[src/hdl/acrs_pkg.sv]
// ----------------------------------------------------------------------------
// acrs_pkg
// types, widths and codes shared by the ata chs read sequencer modules
// ----------------------------------------------------------------------------
package acrs_pkg;

    // address and count widths of the internal state
    localparam int LBA_BITS   = 28;
    localparam int COUNT_BITS = 16;

    // field and register widths
    localparam int START_W    = 28;
    localparam int SCOUNT_W   = 16;
    localparam int STATUS_W   = 8;
    localparam int SPT_W      = 8;
    localparam int HEADS_W    = 5;
    localparam int MULTI_W    = 8;
    localparam int SIZE_W     = 28;
    localparam int SELECT_W   = 8;
    localparam int BYTE_W     = 8;
    localparam int CYL_W      = 16;
    localparam int REMAIN_W   = 16;
    localparam int ECC_W      = 16;
    localparam int KIND_W     = 3;
    localparam int CFG_IDX_W  = 3;
    localparam int CFG_DATA_W = 28;

    // derived widths
    localparam int LEFT_W     = SPT_W + HEADS_W;
    localparam int CLAMP_W    = (COUNT_BITS > LEFT_W) ? COUNT_BITS : LEFT_W;
    localparam int WIDE_W     = (LBA_BITS > COUNT_BITS) ? LBA_BITS : COUNT_BITS;
    localparam int SUM_W      = ((WIDE_W > SIZE_W) ? WIDE_W : SIZE_W) + 1;
    localparam int DIV_CNT_W  = $clog2(LBA_BITS + 1);

    // configuration register indexes
    localparam logic [CFG_IDX_W-1:0] CFG_SPT    = 3'd0;
    localparam logic [CFG_IDX_W-1:0] CFG_HEADS  = 3'd1;
    localparam logic [CFG_IDX_W-1:0] CFG_MULTI  = 3'd2;
    localparam logic [CFG_IDX_W-1:0] CFG_SIZE   = 3'd3;
    localparam logic [CFG_IDX_W-1:0] CFG_SELECT = 3'd4;

    // configuration reset values
    localparam logic [SPT_W-1:0]    RST_SPT    = 8'd63;
    localparam logic [HEADS_W-1:0]  RST_HEADS  = 5'd16;
    localparam logic [MULTI_W-1:0]  RST_MULTI  = 8'd0;
    localparam logic [SIZE_W-1:0]   RST_SIZE   = 28'd0;
    localparam logic [SELECT_W-1:0] RST_SELECT = 8'hA0;

    // input opcodes and status bits
    localparam logic OP_REQUEST   = 1'b0;
    localparam int   STS_ERR_BIT  = 0;
    localparam int   STS_ECC_BIT  = 2;

    // task file command codes and the segment clamp
    localparam logic [BYTE_W-1:0] CMD_READ_SECTORS  = 8'h20;
    localparam logic [BYTE_W-1:0] CMD_READ_MULTIPLE = 8'hC4;
    localparam logic [BYTE_W-1:0] BYTE_MAX          = 8'hFF;

    // result kinds
    typedef enum logic [KIND_W-1:0] {
        KIND_CMD  = 3'd0,
        KIND_XFER = 3'd1,
        KIND_DONE = 3'd2,
        KIND_REJ  = 3'd3,
        KIND_ERR  = 3'd4,
        KIND_ECC  = 3'd5
    } t_kind;

    // controller states
    typedef enum logic [3:0] {
        S_IDLE,
        S_DECODE,
        S_EMIT_REJ,
        S_EMIT_ERR,
        S_EMIT_ECC,
        S_EMIT_XFER,
        S_EMIT_DONE,
        S_DIV1_GO,
        S_DIV1_WAIT,
        S_DIV2_GO,
        S_DIV2_WAIT,
        S_LEFT,
        S_EMIT_CMD
    } t_state;

    // controller to datapath commands
    typedef struct packed {
        logic  load_item;
        logic  req_accept;
        logic  ecc_bump;
        logic  xfer_update;
        logic  div_start;
        logic  div_sel_heads;
        logic  latch_div1;
        logic  latch_div2;
        logic  calc_left;
        logic  seg_load;
        logic  out_load;
        t_kind out_kind;
        logic  out_last;
    } t_dp_cmd;

    // datapath to controller status
    typedef struct packed {
        logic is_req;
        logic reject;
        logic st_err;
        logic st_ecc;
        logic busy;
        logic div_done;
        logic req_zero;
        logic seg_zero;
        logic out_free;
    } t_dp_stat;

endpackage

[src/hdl/acrs_div.sv]
// ----------------------------------------------------------------------------
// acrs_div
// restoring divider, one quotient bit per cycle, 8-bit divisor
// ----------------------------------------------------------------------------
module acrs_div
    import acrs_pkg::*;
(
    input  logic                i_clk,
    input  logic                i_rst_n,
    input  logic                i_start,
    input  logic [LBA_BITS-1:0] i_dividend,
    input  logic [BYTE_W-1:0]   i_divisor,
    output logic                o_done,
    output logic [LBA_BITS-1:0] o_quotient,
    output logic [BYTE_W-1:0]   o_remainder
);

    logic [LBA_BITS-1:0]  r_quot;
    logic [BYTE_W-1:0]    r_rem;
    logic [BYTE_W-1:0]    r_divisor;
    logic [DIV_CNT_W-1:0] r_cnt;
    logic                 r_done;

    logic [BYTE_W:0]      trial;
    logic                 fits;

    // partial remainder with the next dividend bit shifted in
    assign trial = {r_rem, r_quot[LBA_BITS-1]};
    assign fits  = (trial >= {1'b0, r_divisor});

    // step counter and done flag
    always_ff @(posedge i_clk) begin
        if (!i_rst_n) begin
            r_cnt  <= '0;
            r_done <= 1'b0;
        end else if (i_start) begin
            r_cnt  <= DIV_CNT_W'(LBA_BITS);
            r_done <= 1'b0;
        end else if (r_cnt != '0) begin
            r_cnt  <= r_cnt - 1'b1;
            r_done <= (r_cnt == DIV_CNT_W'(1));
        end else begin
            r_done <= 1'b0;
        end
    end

    // shift and subtract
    always_ff @(posedge i_clk) begin
        if (i_start) begin
            r_quot    <= i_dividend;
            r_rem     <= '0;
            r_divisor <= i_divisor;
        end else if (r_cnt != '0) begin
            r_quot <= {r_quot[LBA_BITS-2:0], fits};
            r_rem  <= fits ? BYTE_W'(trial - {1'b0, r_divisor}) : trial[BYTE_W-1:0];
        end
    end

    assign o_done      = r_done;
    assign o_quotient  = r_quot;
    assign o_remainder = r_rem;

endmodule

[src/hdl/acrs_dp.sv]
// ----------------------------------------------------------------------------
// acrs_dp
// datapath: configuration, request state, chs split and result register
// ----------------------------------------------------------------------------
module acrs_dp
    import acrs_pkg::*;
(
    input  logic                  i_clk,
    input  logic                  i_rst_n,
    input  t_dp_cmd               i_cmd,
    output t_dp_stat              o_stat,
    input  logic                  i_cfg_wr_en,
    input  logic [CFG_IDX_W-1:0]  i_cfg_index,
    input  logic [CFG_DATA_W-1:0] i_cfg_wdata,
    input  logic                  i_opcode,
    input  logic [START_W-1:0]    i_start_sector,
    input  logic [SCOUNT_W-1:0]   i_sector_count,
    input  logic [STATUS_W-1:0]   i_drive_status,
    input  logic                  i_stall,
    output logic                  o_valid,
    output logic [KIND_W-1:0]     o_kind,
    output logic [BYTE_W-1:0]     o_sector_number,
    output logic [CYL_W-1:0]      o_cylinder,
    output logic [SELECT_W-1:0]   o_select_byte,
    output logic [BYTE_W-1:0]     o_command_code,
    output logic [BYTE_W-1:0]     o_count,
    output logic [REMAIN_W-1:0]   o_remaining,
    output logic [ECC_W-1:0]      o_ecc_warnings,
    output logic                  o_last
);

    // configuration registers
    logic [SPT_W-1:0]      r_spt;
    logic [HEADS_W-1:0]    r_heads;
    logic [MULTI_W-1:0]    r_multi;
    logic [SIZE_W-1:0]     r_size;
    logic [SELECT_W-1:0]   r_select;

    // latched input word
    logic                  r_op;
    logic [START_W-1:0]    r_start;
    logic [SCOUNT_W-1:0]   r_count_in;
    logic [STATUS_W-1:0]   r_status;

    // request state
    logic                  r_busy;
    logic [LBA_BITS-1:0]   r_next_sector;
    logic [COUNT_BITS-1:0] r_request_left;
    logic [BYTE_W-1:0]     r_segment_left;
    logic [ECC_W-1:0]      r_ecc_counter;

    // chs split and segment work values
    logic [BYTE_W-1:0]     r_sect_rem;
    logic [LBA_BITS-1:0]   r_track;
    logic [HEADS_W-1:0]    r_head;
    logic [CYL_W-1:0]      r_cyl;
    logic [LEFT_W-1:0]     r_left;
    logic [BYTE_W-1:0]     r_xfer_n;

    // result register
    logic                  r_out_valid;
    t_kind                 r_kind;
    logic [BYTE_W-1:0]     r_sector_number;
    logic [CYL_W-1:0]      r_cylinder;
    logic [SELECT_W-1:0]   r_select_byte;
    logic [BYTE_W-1:0]     r_command_code;
    logic [BYTE_W-1:0]     r_count;
    logic [REMAIN_W-1:0]   r_remaining;
    logic [ECC_W-1:0]      r_ecc_warnings;
    logic                  r_last;

    logic [SPT_W-1:0]      spt_eff;
    logic [HEADS_W-1:0]    heads_eff;
    logic [LBA_BITS-1:0]   start_m;
    logic [COUNT_BITS-1:0] count_m;
    logic [SUM_W-1:0]      end_sum;
    logic                  reject;

    logic [BYTE_W-1:0]     step0;
    logic [BYTE_W-1:0]     step1;
    logic [BYTE_W-1:0]     xfer_n;
    logic [COUNT_BITS-1:0] req_after;

    logic [HEADS_W-1:0]    heads_rest;
    logic [CLAMP_W-1:0]    req_x;
    logic [CLAMP_W-1:0]    left_x;
    logic [CLAMP_W-1:0]    clamp1;
    logic [BYTE_W-1:0]     seg_n;

    logic                  div_done;
    logic [LBA_BITS-1:0]   div_quot;
    logic [BYTE_W-1:0]     div_rem;
    logic [LBA_BITS-1:0]   div_dividend;
    logic [BYTE_W-1:0]     div_divisor;

    // zero geometry counts as one
    assign spt_eff   = (r_spt == '0) ? SPT_W'(1) : r_spt;
    assign heads_eff = (r_heads == '0) ? HEADS_W'(1) : r_heads;

    // request checks against busy, count and disk size
    assign start_m = LBA_BITS'(r_start);
    assign count_m = COUNT_BITS'(r_count_in);
    assign end_sum = SUM_W'(start_m) + SUM_W'(count_m);
    assign reject  = r_busy || (count_m == '0) ||
                     (SUM_W'(start_m) > SUM_W'(r_size)) || (end_sum > SUM_W'(r_size));

    // sectors moved by one interrupt
    assign step0     = (r_multi != '0) ? r_multi : BYTE_W'(1);
    assign step1     = (step0 > r_segment_left) ? r_segment_left : step0;
    assign xfer_n    = (COUNT_BITS'(step1) > r_request_left) ? r_request_left[BYTE_W-1:0]
                                                             : step1;
    assign req_after = r_request_left - COUNT_BITS'(xfer_n);

    // segment count clamped to cylinder end and to one byte
    assign heads_rest = heads_eff - r_head;
    assign req_x      = CLAMP_W'(r_request_left);
    assign left_x     = CLAMP_W'(r_left);
    assign clamp1     = (req_x > left_x) ? left_x : req_x;
    assign seg_n      = (clamp1 > CLAMP_W'(BYTE_MAX)) ? BYTE_MAX : clamp1[BYTE_W-1:0];

    // divider operands: sector by track size, then track by heads
    assign div_dividend = i_cmd.div_sel_heads ? r_track : r_next_sector;
    assign div_divisor  = i_cmd.div_sel_heads ? BYTE_W'(heads_eff) : spt_eff;

    acrs_div u_div (
        .i_clk       (i_clk),
        .i_rst_n     (i_rst_n),
        .i_start     (i_cmd.div_start),
        .i_dividend  (div_dividend),
        .i_divisor   (div_divisor),
        .o_done      (div_done),
        .o_quotient  (div_quot),
        .o_remainder (div_rem)
    );

    // configuration writes
    always_ff @(posedge i_clk) begin
        if (!i_rst_n) begin
            r_spt    <= RST_SPT;
            r_heads  <= RST_HEADS;
            r_multi  <= RST_MULTI;
            r_size   <= RST_SIZE;
            r_select <= RST_SELECT;
        end else if (i_cfg_wr_en) begin
            unique case (i_cfg_index)
                CFG_SPT:    r_spt    <= i_cfg_wdata[SPT_W-1:0];
                CFG_HEADS:  r_heads  <= i_cfg_wdata[HEADS_W-1:0];
                CFG_MULTI:  r_multi  <= i_cfg_wdata[MULTI_W-1:0];
                CFG_SIZE:   r_size   <= i_cfg_wdata[SIZE_W-1:0];
                CFG_SELECT: r_select <= i_cfg_wdata[SELECT_W-1:0];
                default: ;
            endcase
        end
    end

    // input word latch
    always_ff @(posedge i_clk) begin
        if (i_cmd.load_item) begin
            r_op       <= i_opcode;
            r_start    <= i_start_sector;
            r_count_in <= i_sector_count;
            r_status   <= i_drive_status;
        end
    end

    // request state updates
    always_ff @(posedge i_clk) begin
        if (!i_rst_n) begin
            r_busy         <= 1'b0;
            r_next_sector  <= '0;
            r_request_left <= '0;
            r_segment_left <= '0;
            r_ecc_counter  <= '0;
        end else begin
            if (i_cmd.req_accept) begin
                r_busy         <= 1'b1;
                r_next_sector  <= start_m;
                r_request_left <= count_m;
            end
            if (i_cmd.ecc_bump && (r_ecc_counter != '1)) begin
                r_ecc_counter <= r_ecc_counter + 1'b1;
            end
            if (i_cmd.xfer_update) begin
                r_next_sector  <= LBA_BITS'(r_next_sector + LBA_BITS'(xfer_n));
                r_request_left <= req_after;
                if (req_after == '0) begin
                    r_busy         <= 1'b0;
                    r_segment_left <= '0;
                end else begin
                    r_segment_left <= r_segment_left - xfer_n;
                end
            end
            if (i_cmd.seg_load) begin
                r_segment_left <= seg_n;
            end
        end
    end

    // chs split and segment work registers
    always_ff @(posedge i_clk) begin
        if (i_cmd.xfer_update) begin
            r_xfer_n <= xfer_n;
        end
        if (i_cmd.latch_div1) begin
            r_sect_rem <= div_rem;
            r_track    <= div_quot;
        end
        if (i_cmd.latch_div2) begin
            r_head <= div_rem[HEADS_W-1:0];
            r_cyl  <= CYL_W'(div_quot);
        end
        if (i_cmd.calc_left) begin
            r_left <= LEFT_W'(LEFT_W'(spt_eff) * LEFT_W'(heads_rest)) - LEFT_W'(r_sect_rem);
        end
    end

    // result register valid flag
    always_ff @(posedge i_clk) begin
        if (!i_rst_n) begin
            r_out_valid <= 1'b0;
        end else if (i_cmd.out_load) begin
            r_out_valid <= 1'b1;
        end else if (!i_stall) begin
            r_out_valid <= 1'b0;
        end
    end

    // result register payload
    always_ff @(posedge i_clk) begin
        if (i_cmd.out_load) begin
            r_kind          <= i_cmd.out_kind;
            r_remaining     <= REMAIN_W'(r_request_left);
            r_ecc_warnings  <= r_ecc_counter;
            r_last          <= i_cmd.out_last;
            r_sector_number <= '0;
            r_cylinder      <= '0;
            r_select_byte   <= '0;
            r_command_code  <= '0;
            r_count         <= '0;
            case (i_cmd.out_kind)
                KIND_CMD: begin
                    r_sector_number <= BYTE_W'({1'b0, r_sect_rem} + 9'd1);
                    r_cylinder      <= r_cyl;
                    r_select_byte   <= r_select | SELECT_W'(r_head);
                    r_command_code  <= (r_multi != '0) ? CMD_READ_MULTIPLE : CMD_READ_SECTORS;
                    r_count         <= seg_n;
                end
                KIND_XFER: begin
                    r_count <= r_xfer_n;
                end
                default: ;
            endcase
        end
    end

    // status to the controller
    always_comb begin
        o_stat.is_req   = (r_op == OP_REQUEST);
        o_stat.reject   = reject;
        o_stat.st_err   = r_status[STS_ERR_BIT];
        o_stat.st_ecc   = r_status[STS_ECC_BIT];
        o_stat.busy     = r_busy;
        o_stat.div_done = div_done;
        o_stat.req_zero = (r_request_left == '0);
        o_stat.seg_zero = (r_segment_left == '0);
        o_stat.out_free = !r_out_valid || !i_stall;
    end

    assign o_valid         = r_out_valid;
    assign o_kind          = r_kind;
    assign o_sector_number = r_sector_number;
    assign o_cylinder      = r_cylinder;
    assign o_select_byte   = r_select_byte;
    assign o_command_code  = r_command_code;
    assign o_count         = r_count;
    assign o_remaining     = r_remaining;
    assign o_ecc_warnings  = r_ecc_warnings;
    assign o_last          = r_last;

endmodule

[src/hdl/acrs_ctrl.sv]
// ----------------------------------------------------------------------------
// acrs_ctrl
// controller: sequences decode, chs division and result emission
// ----------------------------------------------------------------------------
module acrs_ctrl
    import acrs_pkg::*;
(
    input  logic     i_clk,
    input  logic     i_rst_n,
    input  logic     i_valid,
    output logic     o_stall,
    input  t_dp_stat i_stat,
    output t_dp_cmd  o_cmd
);

    t_state r_state;
    t_state n_state;

    // state register
    always_ff @(posedge i_clk) begin
        if (!i_rst_n) begin
            r_state <= S_IDLE;
        end else begin
            r_state <= n_state;
        end
    end

    // next state
    always_comb begin
        n_state = r_state;
        unique case (r_state)
            S_IDLE: begin
                if (i_valid) n_state = S_DECODE;
            end
            S_DECODE: begin
                if (i_stat.is_req) begin
                    n_state = i_stat.reject ? S_EMIT_REJ : S_DIV1_GO;
                end else if (i_stat.st_err) begin
                    n_state = S_EMIT_ERR;
                end else if (i_stat.st_ecc) begin
                    n_state = S_EMIT_ECC;
                end else if (i_stat.busy) begin
                    n_state = S_EMIT_XFER;
                end else begin
                    n_state = S_IDLE;
                end
            end
            S_EMIT_REJ, S_EMIT_ERR, S_EMIT_ECC, S_EMIT_DONE, S_EMIT_CMD: begin
                if (i_stat.out_free) n_state = S_IDLE;
            end
            S_EMIT_XFER: begin
                if (i_stat.out_free) begin
                    if (i_stat.req_zero) begin
                        n_state = S_EMIT_DONE;
                    end else if (i_stat.seg_zero) begin
                        n_state = S_DIV1_GO;
                    end else begin
                        n_state = S_IDLE;
                    end
                end
            end
            S_DIV1_GO:   n_state = S_DIV1_WAIT;
            S_DIV1_WAIT: begin
                if (i_stat.div_done) n_state = S_DIV2_GO;
            end
            S_DIV2_GO:   n_state = S_DIV2_WAIT;
            S_DIV2_WAIT: begin
                if (i_stat.div_done) n_state = S_LEFT;
            end
            S_LEFT:      n_state = S_EMIT_CMD;
            default:     n_state = S_IDLE;
        endcase
    end

    // command outputs
    always_comb begin
        o_cmd          = '0;
        o_cmd.out_kind = KIND_CMD;
        o_cmd.out_last = 1'b1;
        o_stall        = (r_state != S_IDLE);
        unique case (r_state)
            S_IDLE: begin
                o_cmd.load_item = i_valid;
            end
            S_DECODE: begin
                if (i_stat.is_req) begin
                    o_cmd.req_accept = !i_stat.reject;
                end else if (!i_stat.st_err && i_stat.st_ecc) begin
                    o_cmd.ecc_bump = 1'b1;
                end else if (!i_stat.st_err && i_stat.busy) begin
                    o_cmd.xfer_update = 1'b1;
                end
            end
            S_EMIT_REJ: begin
                o_cmd.out_load = i_stat.out_free;
                o_cmd.out_kind = KIND_REJ;
            end
            S_EMIT_ERR: begin
                o_cmd.out_load = i_stat.out_free;
                o_cmd.out_kind = KIND_ERR;
            end
            S_EMIT_ECC: begin
                o_cmd.out_load = i_stat.out_free;
                o_cmd.out_kind = KIND_ECC;
            end
            S_EMIT_XFER: begin
                o_cmd.out_load = i_stat.out_free;
                o_cmd.out_kind = KIND_XFER;
                o_cmd.out_last = !(i_stat.req_zero || i_stat.seg_zero);
            end
            S_EMIT_DONE: begin
                o_cmd.out_load = i_stat.out_free;
                o_cmd.out_kind = KIND_DONE;
            end
            S_DIV1_GO: begin
                o_cmd.div_start = 1'b1;
            end
            S_DIV1_WAIT: begin
                o_cmd.latch_div1 = i_stat.div_done;
            end
            S_DIV2_GO: begin
                o_cmd.div_start     = 1'b1;
                o_cmd.div_sel_heads = 1'b1;
            end
            S_DIV2_WAIT: begin
                o_cmd.div_sel_heads = 1'b1;
                o_cmd.latch_div2    = i_stat.div_done;
            end
            S_LEFT: begin
                o_cmd.calc_left = 1'b1;
            end
            S_EMIT_CMD: begin
                o_cmd.out_load = i_stat.out_free;
                o_cmd.seg_load = i_stat.out_free;
                o_cmd.out_kind = KIND_CMD;
            end
            default: ;
        endcase
    end

endmodule

[src/hdl/ata_chs_read_sequencer.sv]
// ----------------------------------------------------------------------------
// ata_chs_read_sequencer
// host-side ata read sequencer for one chs drive: checks requests, splits
// the linear sector into cylinder, head and sector and issues task-file
// read commands; drive interrupts report errors, ecc warnings and transfers
// ----------------------------------------------------------------------------
//  channel   direction  handshake           payload
//  input     in         i_valid / o_stall   opcode, start_sector, sector_count,
//                                           drive_status
//  result    out        o_valid / i_stall   kind .. last, one or two words
//  config    in         i_cfg_wr_en         i_cfg_index, i_cfg_wdata
//
//  one input word is worked on at a time; o_stall is low only while idle
//  interrupts without a new command give their results straight from the decode
//  state; a command result for an accepted request (or after a drained segment)
//  waits on the one-bit-per-cycle divider, run twice (by track size, then by
//  heads), and on the cylinder-end clamp
//  a result waiting under i_stall holds the sequencer in its emit state
//  synchronous active-low reset; no clearing pass, ready right after reset
// ----------------------------------------------------------------------------
module ata_chs_read_sequencer
    import acrs_pkg::*;
(
    input  logic                  i_clk,
    input  logic                  i_rst_n,
    input  logic                  i_cfg_wr_en,
    input  logic [CFG_IDX_W-1:0]  i_cfg_index,
    input  logic [CFG_DATA_W-1:0] i_cfg_wdata,
    input  logic                  i_valid,
    output logic                  o_stall,
    input  logic                  i_opcode,
    input  logic [START_W-1:0]    i_start_sector,
    input  logic [SCOUNT_W-1:0]   i_sector_count,
    input  logic [STATUS_W-1:0]   i_drive_status,
    output logic                  o_valid,
    input  logic                  i_stall,
    output logic [KIND_W-1:0]     o_kind,
    output logic [BYTE_W-1:0]     o_sector_number,
    output logic [CYL_W-1:0]      o_cylinder,
    output logic [SELECT_W-1:0]   o_select_byte,
    output logic [BYTE_W-1:0]     o_command_code,
    output logic [BYTE_W-1:0]     o_count,
    output logic [REMAIN_W-1:0]   o_remaining,
    output logic [ECC_W-1:0]      o_ecc_warnings,
    output logic                  o_last
);

    t_dp_cmd  dp_cmd;
    t_dp_stat dp_stat;

    // controller
    acrs_ctrl u_ctrl (
        .i_clk   (i_clk),
        .i_rst_n (i_rst_n),
        .i_valid (i_valid),
        .o_stall (o_stall),
        .i_stat  (dp_stat),
        .o_cmd   (dp_cmd)
    );

    // datapath
    acrs_dp u_dp (
        .i_clk           (i_clk),
        .i_rst_n         (i_rst_n),
        .i_cmd           (dp_cmd),
        .o_stat          (dp_stat),
        .i_cfg_wr_en     (i_cfg_wr_en),
        .i_cfg_index     (i_cfg_index),
        .i_cfg_wdata     (i_cfg_wdata),
        .i_opcode        (i_opcode),
        .i_start_sector  (i_start_sector),
        .i_sector_count  (i_sector_count),
        .i_drive_status  (i_drive_status),
        .i_stall         (i_stall),
        .o_valid         (o_valid),
        .o_kind          (o_kind),
        .o_sector_number (o_sector_number),
        .o_cylinder      (o_cylinder),
        .o_select_byte   (o_select_byte),
        .o_command_code  (o_command_code),
        .o_count         (o_count),
        .o_remaining     (o_remaining),
        .o_ecc_warnings  (o_ecc_warnings),
        .o_last          (o_last)
    );

endmodule

[config.mk]
export PLATFORM = sky130hd
export DESIGN_NAME = ata_chs_read_sequencer
export DESIGN_NICKNAME = d
export VERILOG_FILES = /design/src/hdl/acrs_pkg.sv /design/src/hdl/acrs_div.sv /design/src/hdl/acrs_dp.sv /design/src/hdl/acrs_ctrl.sv /design/src/hdl/ata_chs_read_sequencer.sv
export SDC_FILE = /design/constraint.sdc
export NUM_CORES = 1
export LEC_CHECK = 0
export ABC_AREA = 1
export BUFFER_PORTS_ARGS = -buffer_cell sky130_fd_sc_hd__buf_4
export CORE_UTILIZATION = 45
export CTS_CLUSTER_DIAMETER = 30
export CTS_CLUSTER_SIZE = 12
export DETAILED_ROUTE_END_ITERATION = 12
export HOLD_SLACK_MARGIN = 0.08
export SLEW_MARGIN = 20
export SYNTH_ARGS = -nofsm -noshare
export SYNTH_HDL_FRONTEND = slang
export SYNTH_HIERARCHICAL = 1
export SYNTH_SLANG_ARGS = --single-unit
[constraint.sdc]
create_clock -name i_clk -period 6.7 [get_ports i_clk]
set_input_delay 1.34 -clock i_clk [delete_from_list [all_inputs] [get_ports i_clk]]
set_output_delay 1.34 -clock i_clk [all_outputs]
set_load 0.01 [all_outputs]
==> results of run 1 <==
-- critical path: cells and delay by family (launching register included) --
family	cells	cell delay, ns
AO/OA/AOI/OAI	4	1.51
AND/OR/NAND/NOR	24	2.48
flip-flops	1	0.33
buffers and inverters	4	0.40
adder cells (fa/ha/maj)	3	0.89
-- state kept, by name, summed over array words and instances (netlist names), 28 cells and up --
| signal | cells |
|---|---|
| u_dp/u_div/o_quotient | 28 |
| u_dp/r_next_sector | 28 |
| u_dp/r_start | 28 |
| u_dp/r_size | 28 |
| u_dp/r_track | 28 |
-- power by group through the flow --
| stage | clock (uW) | sequential (uW) | combinational (uW) |
|---|---|---|---|
| floorplan | 0 | 3750 | 2570 |
| global placement | 0 | 3690 | 3790 |
| detailed placement | 0 | 3710 | 3860 |
| CTS | 4640 | 3670 | 3890 |
| global route | 4760 | 3720 | 4430 |
| finish | 4570 | 3670 | 3920 |
-- cells in the final DEF (no fill, tap or decap), drive strengths merged, types with 28 or more instances in the layout --
master	instances
a21oi	185
buf	182
clkbuf	114
clkinv	31
dfxtp	145
edfxtp	239
fa	32
ha	165
inv	361
nand2	587
nand3	161
nand4	28
nor2	228
nor3	43
o21ai	174
xor2	43
-- routing by layer --
layer / wire length [um] / global-route usage, % / up-vias
li1: - / - / 9177
met1: 26900 / 31.3 / 8759
met2: 29200 / 40.3 / 576
met3: 3120 / 3.69 / 98
met4: 1680 / 10.1 / 0
met5: 0 / 0 / -
-- metrics by stage --
| stage | instances | power, uW | setup WS [ns] |
|---|---|---|---|
| after floorplan | 2624 | 6310 | 1.42 |
| after global placement | 3387 | 7480 | 1.13 |
| after detailed placement | 3387 | 7570 | 1.02 |
| after CTS | 3559 | 12200 | 1.02 |
| after global routing | 3560 | 12900 | 0.410 |
| final | 3560 | 12200 | 0.921 |
-- worst paths after layout --
| kind | endpoint | start |
|---|---|---|
| max | u_dp/r_segment_left[7] | u_dp/r_multi[5] |
| min | u_dp/r_track[16] | u_dp/u_div/o_quotient[16] |
| max reg2reg | u_dp/r_segment_left[7] | u_dp/r_multi[5] |
| min reg2reg | u_dp/r_track[16] | u_dp/u_div/o_quotient[16] |
-- area by class of cell --
class                           count  area (um2)
Fill cell                        4345       21500
Multi-Input combinational cell   1798       10600
Sequential cell                   384       10100
Clock buffer                      114        2470
Timing Repair Buffer              182        1390
Inverter                          360        1360
Tap cell                          664         831
Clock inverter                     58         759
-- Yosys cell counts, drive strengths merged --
master   number
nand2       587
inv         355
edfxtp      239
nor2        228
a21oi       185
o21ai       174
ha          165
nand3       161
dfxtp       145
clkbuf       58
nor3         43
xor2         43
fa           32
nand4        28
a31oi        26
buf          24
or2          22
nor4         17
nand3b       12
o21a         11
xnor2        10
o22ai         9
o211ai        8
nor3b         6
a21o          5
clkinv        5
o21bai        5
a211oi        3
o221ai        3
and3          2
o2111ai       2
a21boi        1
a311oi        1
a31o          1
a41o          1
a41oi         1
and2          1
conb          1
o31ai         1
-- logic make-up after synthesis --
kind of cell | synth area share, %
xor+xnor | 2.08
compound gates | 10.8
fa+ha+maj | 12.1
buf+inv | 7.68
simple gates | 22.2
other cells | 0.0168
flops | 45.1
==> impl_metrics.csv, run 1 <==
group,metric,value,unit
placed_design,routabilityCongestion,0.927,
timing,clock.fmax,173,MHz
power,seqPwrFrac,30.2,%
power,power_density,442,nW/um2
clock_tree,cts_setup_buffers,0,
cells_and_area,final_core_util,56.2,%
global_route,grt-ovfl-total,0,
power,switchingPower,4230,uW
clock_tree,cts_root_buf,"clkbuf_16",
synthesis,synth.area.top_cells,"edfxtp_1 32%, dfxtp_1 13%, nand2_1 9.4%",
floorplanning,die_w,225,um
synthesis,yosys.area.top_type,"edfxtp_1",
critical_path,cp-end-kind,"flop",
critical_path,slowest_stage,"o21ai_0",
clock_tree,cts_max_path_buffers,3,
route,routed_wl,60.9,mm
clock_tree,cts_buffers,91,
critical_path,crit_path_max_incr_delay,0.68,ns
cells_and_area,finalInstanceArea,27500,um2
timing,slew_violations,0,
timing,post-route-period-util,86.3,%
route,wl_per_cell,17.1,um
critical_path,r2r_slack,0.92,ns
global_route,grt_pass1_vias,18000,
global_route,grt_pass1_wl,95.5,mm
synthesis,synth_top_cell_area_share,32.1,%
floorplanning,die_area,50600,um2
global_route,grt_max_degree,67,
clock_tree,path_clk_slew,0.05,ns
critical_path,critPathMostFrequentCell,"nand2_1",
power,ir_worst_vdd,247,uV
clock_tree,clkLatencyLatePin,0.63,ns
synthesis,netlist_area,22400,um2
critical_path,worstPathMaxFanout,16,
floorplanning,row_count,81,
timing,setup_total_negative_slack,0,ns
power,swShare,34.8,%
cells_and_area,antennaDiodeCount,0,
synthesis,avgSynthCellArea,8.53,um2
job,maxCapViolCount,0,
power,p_clk_share,37.6,%
placed_design,portBuffers,164,
synthesis,yosysUniqueCellTypes,65,
timing,hold_viol,0,
cells_and_area,fin_nets,3103,
power,intPower,7920,uW
route,drt-pass1-iter-count,6,
timing,fin_skew,0.0309,ns
floorplanning,io_pins,175,
critical_path,start_kind,"flop",
clock_tree,hold_buffers,0,
global_route,antenna_found_initial,0,
synthesis,synth_warnings,6,
critical_path,cp.arrival,6.26,ns
synthesis,synth_cells,2621,
min_path,hold_class,"reg -> reg",
route,drtIter0Drc,1474,
floorplanning,start_util,45.7,%
cells_and_area,layout-drive-gt1-share,15.5,%
run_status,outcome,"finished clean",
global_route,gr-usage-all-layers,24.2,%
timing,grt_setup_unrepaired,"false",
timing,whs,0.433,ns
clock_tree,cts_tree,"built",
route,drc,0,
timing,setup_viol,0,
clock_tree,htreeDepth,3,
floorplanning,core,49000,um2
placed_design,dp.final_hpwl,44.6,mm
critical_path,required,7.18,ns
placed_design,dpl_cell_area,24200,um2
clock_tree,cts_num_sinks,384,
route,routed-via-count,18600,
min_path,hold_depth,0,
cells_and_area,syn_to_final_growth,23.0,%
synthesis,ys_ff_latch,384,
route,ant_nets,0,
floorplanning,die_h,225,um
timing,period_needed,5.78,ns
timing,slew_headroom,28.2,%
critical_path,worstSetupPathType,"reg -> reg",
synthesis,ys_seq_area_share,45.1,%
clock_tree,post_cts_resized,0,
route,vias_per_cell,5.23,
critical_path,ff2ff_path_depth,35,
timing,worst_pin_slew,1.08,ns
power,p_leak,0.0120,uW
power,power_frac_comb,32.3,%
(Power assumes the default switching activity.)
==> run 2, diff against run 1 <==
- PLACE_DENSITY: unset -> 0.65
- clock period: 6.7 -> 5 ns (I/O delays scaled with it)
==> impl_metrics.csv, run 2 (synthesis gave the netlist of run 1 again) <==
group,metric,value,unit
route,drc,0,
run_status,outcome,"finished clean",
critical_path,start_kind,"flop",
clock_tree,cts_buffers,88,
clock_tree,cts_max_path_buffers,3,
critical_path,required,5.44,ns
timing,slew_violations,0,
job,maxCapViolCount,0,
route,vias_per_cell,5.26,
floorplanning,core,49000,um2
critical_path,worstSetupPathType,"reg -> reg",
clock_tree,path_clk_slew,0.05,ns
min_path,hold_class,"reg -> reg",
critical_path,worstPathMaxFanout,6,
timing,grt_setup_unrepaired,"true",
floorplanning,io_pins,175,
clock_tree,cts_root_buf,"clkbuf_16",
floorplanning,die_area,50600,um2
timing,period_needed,4.90,ns
critical_path,cp-end-kind,"flop",
timing,hold_viol,0,
floorplanning,start_util,45.7,%
critical_path,cp.arrival,5.34,ns
clock_tree,clkLatencyLatePin,0.62,ns
placed_design,routabilityCongestion,0.943,
cells_and_area,layout-drive-gt1-share,23.9,%
route,routed_wl,64.0,mm
power,power_density,582,nW/um2
timing,post-route-period-util,98.0,%
floorplanning,die_h,225,um
clock_tree,htreeDepth,3,
route,routed-via-count,19300,
global_route,grt_pass1_wl,97.1,mm
global_route,gr-usage-all-layers,24.7,%
global_route,grt_pass1_vias,18400,
cells_and_area,final_common_cell,"nand2_1",
floorplanning,die_w,225,um
cells_and_area,fin_nets,3212,
clock_tree,cts_num_sinks,384,
critical_path,crit_path_max_incr_delay,0.32,ns
route,ant_nets,0,
power,p_leak,0.0126,uW
critical_path,slowest_stage,"dfxtp_2",
global_route,grt-ovfl-total,0,
timing,fin_skew,0.0273,ns
route,wl_per_cell,17.4,um
floorplanning,row_count,81,
placed_design,dp.final_hpwl,45.7,mm
route,drtIter0Drc,1413,
timing,slew_headroom,26.7,%
placed_design,pre_cts_ws,-0.332,ns
power,ir_worst_vdd,293,uV
global_route,antenna_found_initial,0,
cells_and_area,final_cells,3666,
cells_and_area,final_core_util,59.2,%
cells_and_area,final_cell_mix,"514 x nand2_1, 322 x inv_1, 280 x buf_4, 239 x edfxtp_1, 194 x nor2_1",
timing,setup_viol,0,
timing,setup_slack,0.101,ns
cells_and_area,syn_to_final_growth,29.7,%
placed_design,dp_cells,3476,
timing,clock.fmax,204,MHz
timing,worst_pin_slew,1.10,ns
route,drt-pass1-iter-count,6,
placed_design,portBuffers,164,
critical_path,critPathMostFrequentCell,"nand2_1",
global_route,grt_max_degree,67,
clock_tree,cts_tree,"built",
==> run 2: cell types whose count changed in the layout (fill, tap and decap cells not counted), sizes merged <==
| cell | delta |
|---|---|
| buf | +109 |
| clkinvlp | -2 |
| inv | +6 |
| bufinv | -8 |
| clkbuf | -7 |
| nand3 | +1 |
| diode | +1 |
| clkinv | +6 |
==> run 2: power breakdown <==
group	total, uW	switching (uW)	internal (uW)
registers	4910	440	4470
logic	6440	3800	2640
clock network	5520	1860	3660
total	16900	6100	10800
==> run 2: final cells by class <==
cell class	instances	area, um2
fillers	4188	20000
well taps	664	831
clock buffers	105	2340
repair buffers	293	2310
flip-flops and latches	384	10100
clock inverters	60	568
inverters	360	1360
multi-input cells	1799	11500
diodes	1	2.50
==> run 2: repair_timing <==
item / 4_1_cts / 5_1_grt
buffers inserted: 0 / 20
hold endpoints to repair: 0 / 0
resized for setup: 16 / 204
pin swaps: 0 / 95
gates cloned: 0 / 3
hold buffers: 0 / 0
endpoints found under the setup margin: 31 / 55
==> run 2: routing by layer <==
metal	vias to the layer above	GRT usage (%)	share of wire [%]
li1	9399	-	-
met1	9098	31.4	42
met5	-	0	0
met3	150	3.64	5.6
met4	0	12.1	4.2
met2	642	41.1	48
==> run 2: path summary, 6_finish.rpt <==
kind                             start  slack, ns                     end  cells past startpoint
max                    u_dp/r_multi[4]       0.10  u_dp/r_segment_left[1]                     41
min          u_dp/u_div/o_quotient[20]       0.45        u_dp/r_track[20]                      0
max reg2reg            u_dp/r_multi[4]       0.10  u_dp/r_segment_left[1]                     41
min reg2reg  u_dp/u_div/o_quotient[20]       0.45        u_dp/r_track[20]                      0
==> run 2: metrics by stage <==
stage / setup TNS (ns) / total power [uW] / instance area [um2] / hold WS [ns]
floorplan: 0 / 8460 / 22400 / 0.419
global placement: -1.82 / 10400 / 24900 / 0.430
detailed placement: -3.26 / 10600 / 24900 / 0.439
CTS: 0 / 16200 / 27900 / 0.451
global route: -2.64 / 17900 / 29000 / 0.460
finish: 0 / 16900 / 29000 / 0.450
==> run 2: critical path: cells and delay by family (launching register included) <==
family	cells	cell delay, ns
compound gates	4	0.48
fa+ha+maj	3	0.69
buf+inv	5	0.51
flops	1	0.32
simple gates	29	2.68
==> run 3, diff against run 2 <==
--- a/config.mk
+++ b/config.mk
@@ -9,2 +9,4 @@
 export BUFFER_PORTS_ARGS = -buffer_cell sky130_fd_sc_hd__buf_4
+export CELL_PAD_IN_SITES_DETAIL_PLACEMENT = 1
+export CELL_PAD_IN_SITES_GLOBAL_PLACEMENT = 1
 export CORE_UTILIZATION = 45
@@ -14,3 +16,3 @@
 export HOLD_SLACK_MARGIN = 0.08
-export PLACE_DENSITY = 0.65
+export PLACE_DENSITY_LB_ADDON = 0.1
 export SLEW_MARGIN = 20
==> constraint.sdc (replaced) <==
create_clock -name i_clk -period 5.9 [get_ports i_clk]
set_input_delay 0.59 -clock i_clk [delete_from_list [all_inputs] [get_ports i_clk]]
set_output_delay 0.59 -clock i_clk [all_outputs]
set_load 0.01 [all_outputs]
==> impl_metrics.csv, run 3 (synthesis gave the netlist of run 1 again) <==
group,metric,value,unit
run_status,outcome,"finished clean",
critical_path,cp.depth,24,
timing,setup_viol,0,
route,drt-pass1-iter-count,5,
power,p_leak,0.0121,uW
timing,period_needed,5.62,ns
timing,setup_slack,0.284,ns
critical_path,ff2ff_path_depth,24,
critical_path,cp-end-kind,"flop",
critical_path,r2r_end,"u_dp/r_left[9]",
route,routed-via-count,19200,
cells_and_area,final_common_cell,"nand2_1",
timing,grt_setup_unrepaired,"false",
clock_tree,cts_buffers,93,
clock_tree,path_clk_slew,0.05,ns
floorplanning,row_count,81,
power,power_density,516,nW/um2
timing,hold_viol,0,
timing,clock.fmax,178,MHz
critical_path,reg2reg_from,"u_dp/r_heads[1]",
floorplanning,die_h,225,um
clock_tree,cts_num_sinks,384,
clock_tree,cts_setup_buffers,0,
timing,slew_violations,0,
floorplanning,core,49000,um2
power,ir_worst_vdd,381,uV
critical_path,r2r_slack,0.28,ns
timing,setup_total_negative_slack,0,ns
clock_tree,cts_tree,"built",
route,drtIter0Drc,1151,
cells_and_area,syn_to_final_growth,24.0,%
placed_design,portBuffers,164,
global_route,grt-ovfl-total,0,
placed_design,dpl_cell_area,24300,um2
route,ant_nets,0,
cells_and_area,final_cells,3572,
placed_design,routabilityCongestion,0.914,
cells_and_area,finalInstanceArea,27700,um2
timing,worst_pin_slew,1.07,ns
global_route,grt_max_degree,67,
global_route,grt_pass1_wl,112,mm
clock_tree,clkLatencyLatePin,0.65,ns
cells_and_area,final_cell_mix,"557 x nand2_1, 339 x inv_1, 239 x edfxtp_1, 204 x nor2_1, 190 x buf_4",
critical_path,worstPathMaxFanout,8,
global_route,grt_pass1_vias,20400,
clock_tree,htreeDepth,3,
timing,fin_skew,0.0289,ns
clock_tree,hold_buffers,0,
global_route,antenna_found_initial,0,
critical_path,crit_path_max_incr_delay,0.55,ns
min_path,hold_depth,1,
critical_path,required,6.27,ns
timing,whs,0.123,ns
route,routed_wl,71.2,mm
critical_path,slowest_stage,"fa_1",
min_path,hp-start,"i_start_sector[10]",
clock_tree,cts_max_path_buffers,3,
critical_path,worstSetupPathType,"reg -> reg",
cells_and_area,antennaDiodeCount,0,
route,drc,0,
timing,post-route-period-util,95.2,%
critical_path,cp.arrival,5.99,ns
critical_path,path_buf_inv,4,
min_path,holdPathEnd,"u_dp/r_start[10]",
placed_design,pre_cts_ws,0.221,ns
clock_tree,post_cts_resized,0,
critical_path,crit_chain,"nor3_1 > a21oi_1 > ha_1 > inv_1 > fa_1 > nand2_1 > inv_1 > o21a_1 > nor2_1 > xor2_1 > buf_4 > nand2_1 > fa_1 > fa_1 > fa_1 > inv_1 > ha_1 > a21oi_1 > o21ai_0 > a21oi_2 > nor2_1 > o21ai_0 > nand2_1 > xor2_1",
placed_design,dp.final_hpwl,51.7,mm
floorplanning,io_pins,175,
critical_path,start_kind,"flop",
critical_path,critPathMostFrequentCell,"fa_1",
cells_and_area,layout-drive-gt1-share,16.0,%
critical_path,cp_top_family,"adder cells",
global_route,gr-usage-all-layers,28.6,%
clock_tree,cts_root_buf,"clkbuf_16",
placed_design,dp_cells,3397,
route,wl_per_cell,19.9,um
floorplanning,die_area,50600,um2
floorplanning,die_w,225,um
min_path,hold_class,"in -> reg",
route,vias_per_cell,5.39,
cells_and_area,fin_nets,3115,
job,maxCapViolCount,0,
timing,slew_headroom,28.6,%
floorplanning,start_util,45.7,%
cells_and_area,nFillCells,5701,
run 3: report_power, final:
group / total, uW / switching [uW] / internal, uW
combinational: 4680 / 3030 / 1640
clock: 5440 / 1670 / 3770
sequential: 4200 / 406 / 3790
total: 14300 / 5110 / 9200
run 3: worst register-to-register path, delay by kind of cell (launching register included):
family | cells | cell delay, ns
xor+xnor | 2 | 0.32
flops | 1 | 0.46
compound gates | 6 | 1.14
buf+inv | 4 | 0.34
fa+ha+maj | 6 | 2.50
simple gates | 6 | 0.58
run 3: worst max path at each step:
stage | startpoint | end | slack (ns)
2_1_floorplan | u_dp/r_heads[1] | u_dp/r_left[9] | 0.86
3_3_place_gp | u_dp/r_multi[5] | u_dp/r_segment_left[7] | 0.40
3_5_place_dp | u_dp/r_multi[5] | u_dp/r_segment_left[6] | 0.22
4_1_cts | u_dp/r_multi[5] | u_dp/r_segment_left[6] | 0.08
5_1_grt | u_dp/r_multi[5] | u_dp/r_segment_left[6] | 0.01
6_report | u_dp/r_heads[1] | u_dp/r_left[9] | 0.28
run 3: per-stage QoR:
stage	utilization, %	power [uW]
CTS	56.6	14400
floorplan	-	7170
global route	56.7	15100
finish	56.7	14300
detailed placement	49.7	8800
global placement	49.7	8570
run 3: metal layers:
layer  part of all wire (%)  GRT usage, %
met1                     44          36.2
met4                    3.1          10.7
met2                     49          49.4
met5                      0             0
met3                    3.3          3.82
run 3: final cells by class:
class / instances / area (um2) / area share (%)
flip-flops and latches: 384 / 10100 / 36.3
well taps: 664 / 831 / 3.00
clock inverters: 64 / 923 / 3.33
repair buffers: 192 / 1470 / 5.29
inverters: 360 / 1360 / 4.89
multi-input cells: 1798 / 10700 / 38.4
clock buffers: 110 / 2420 / 8.73
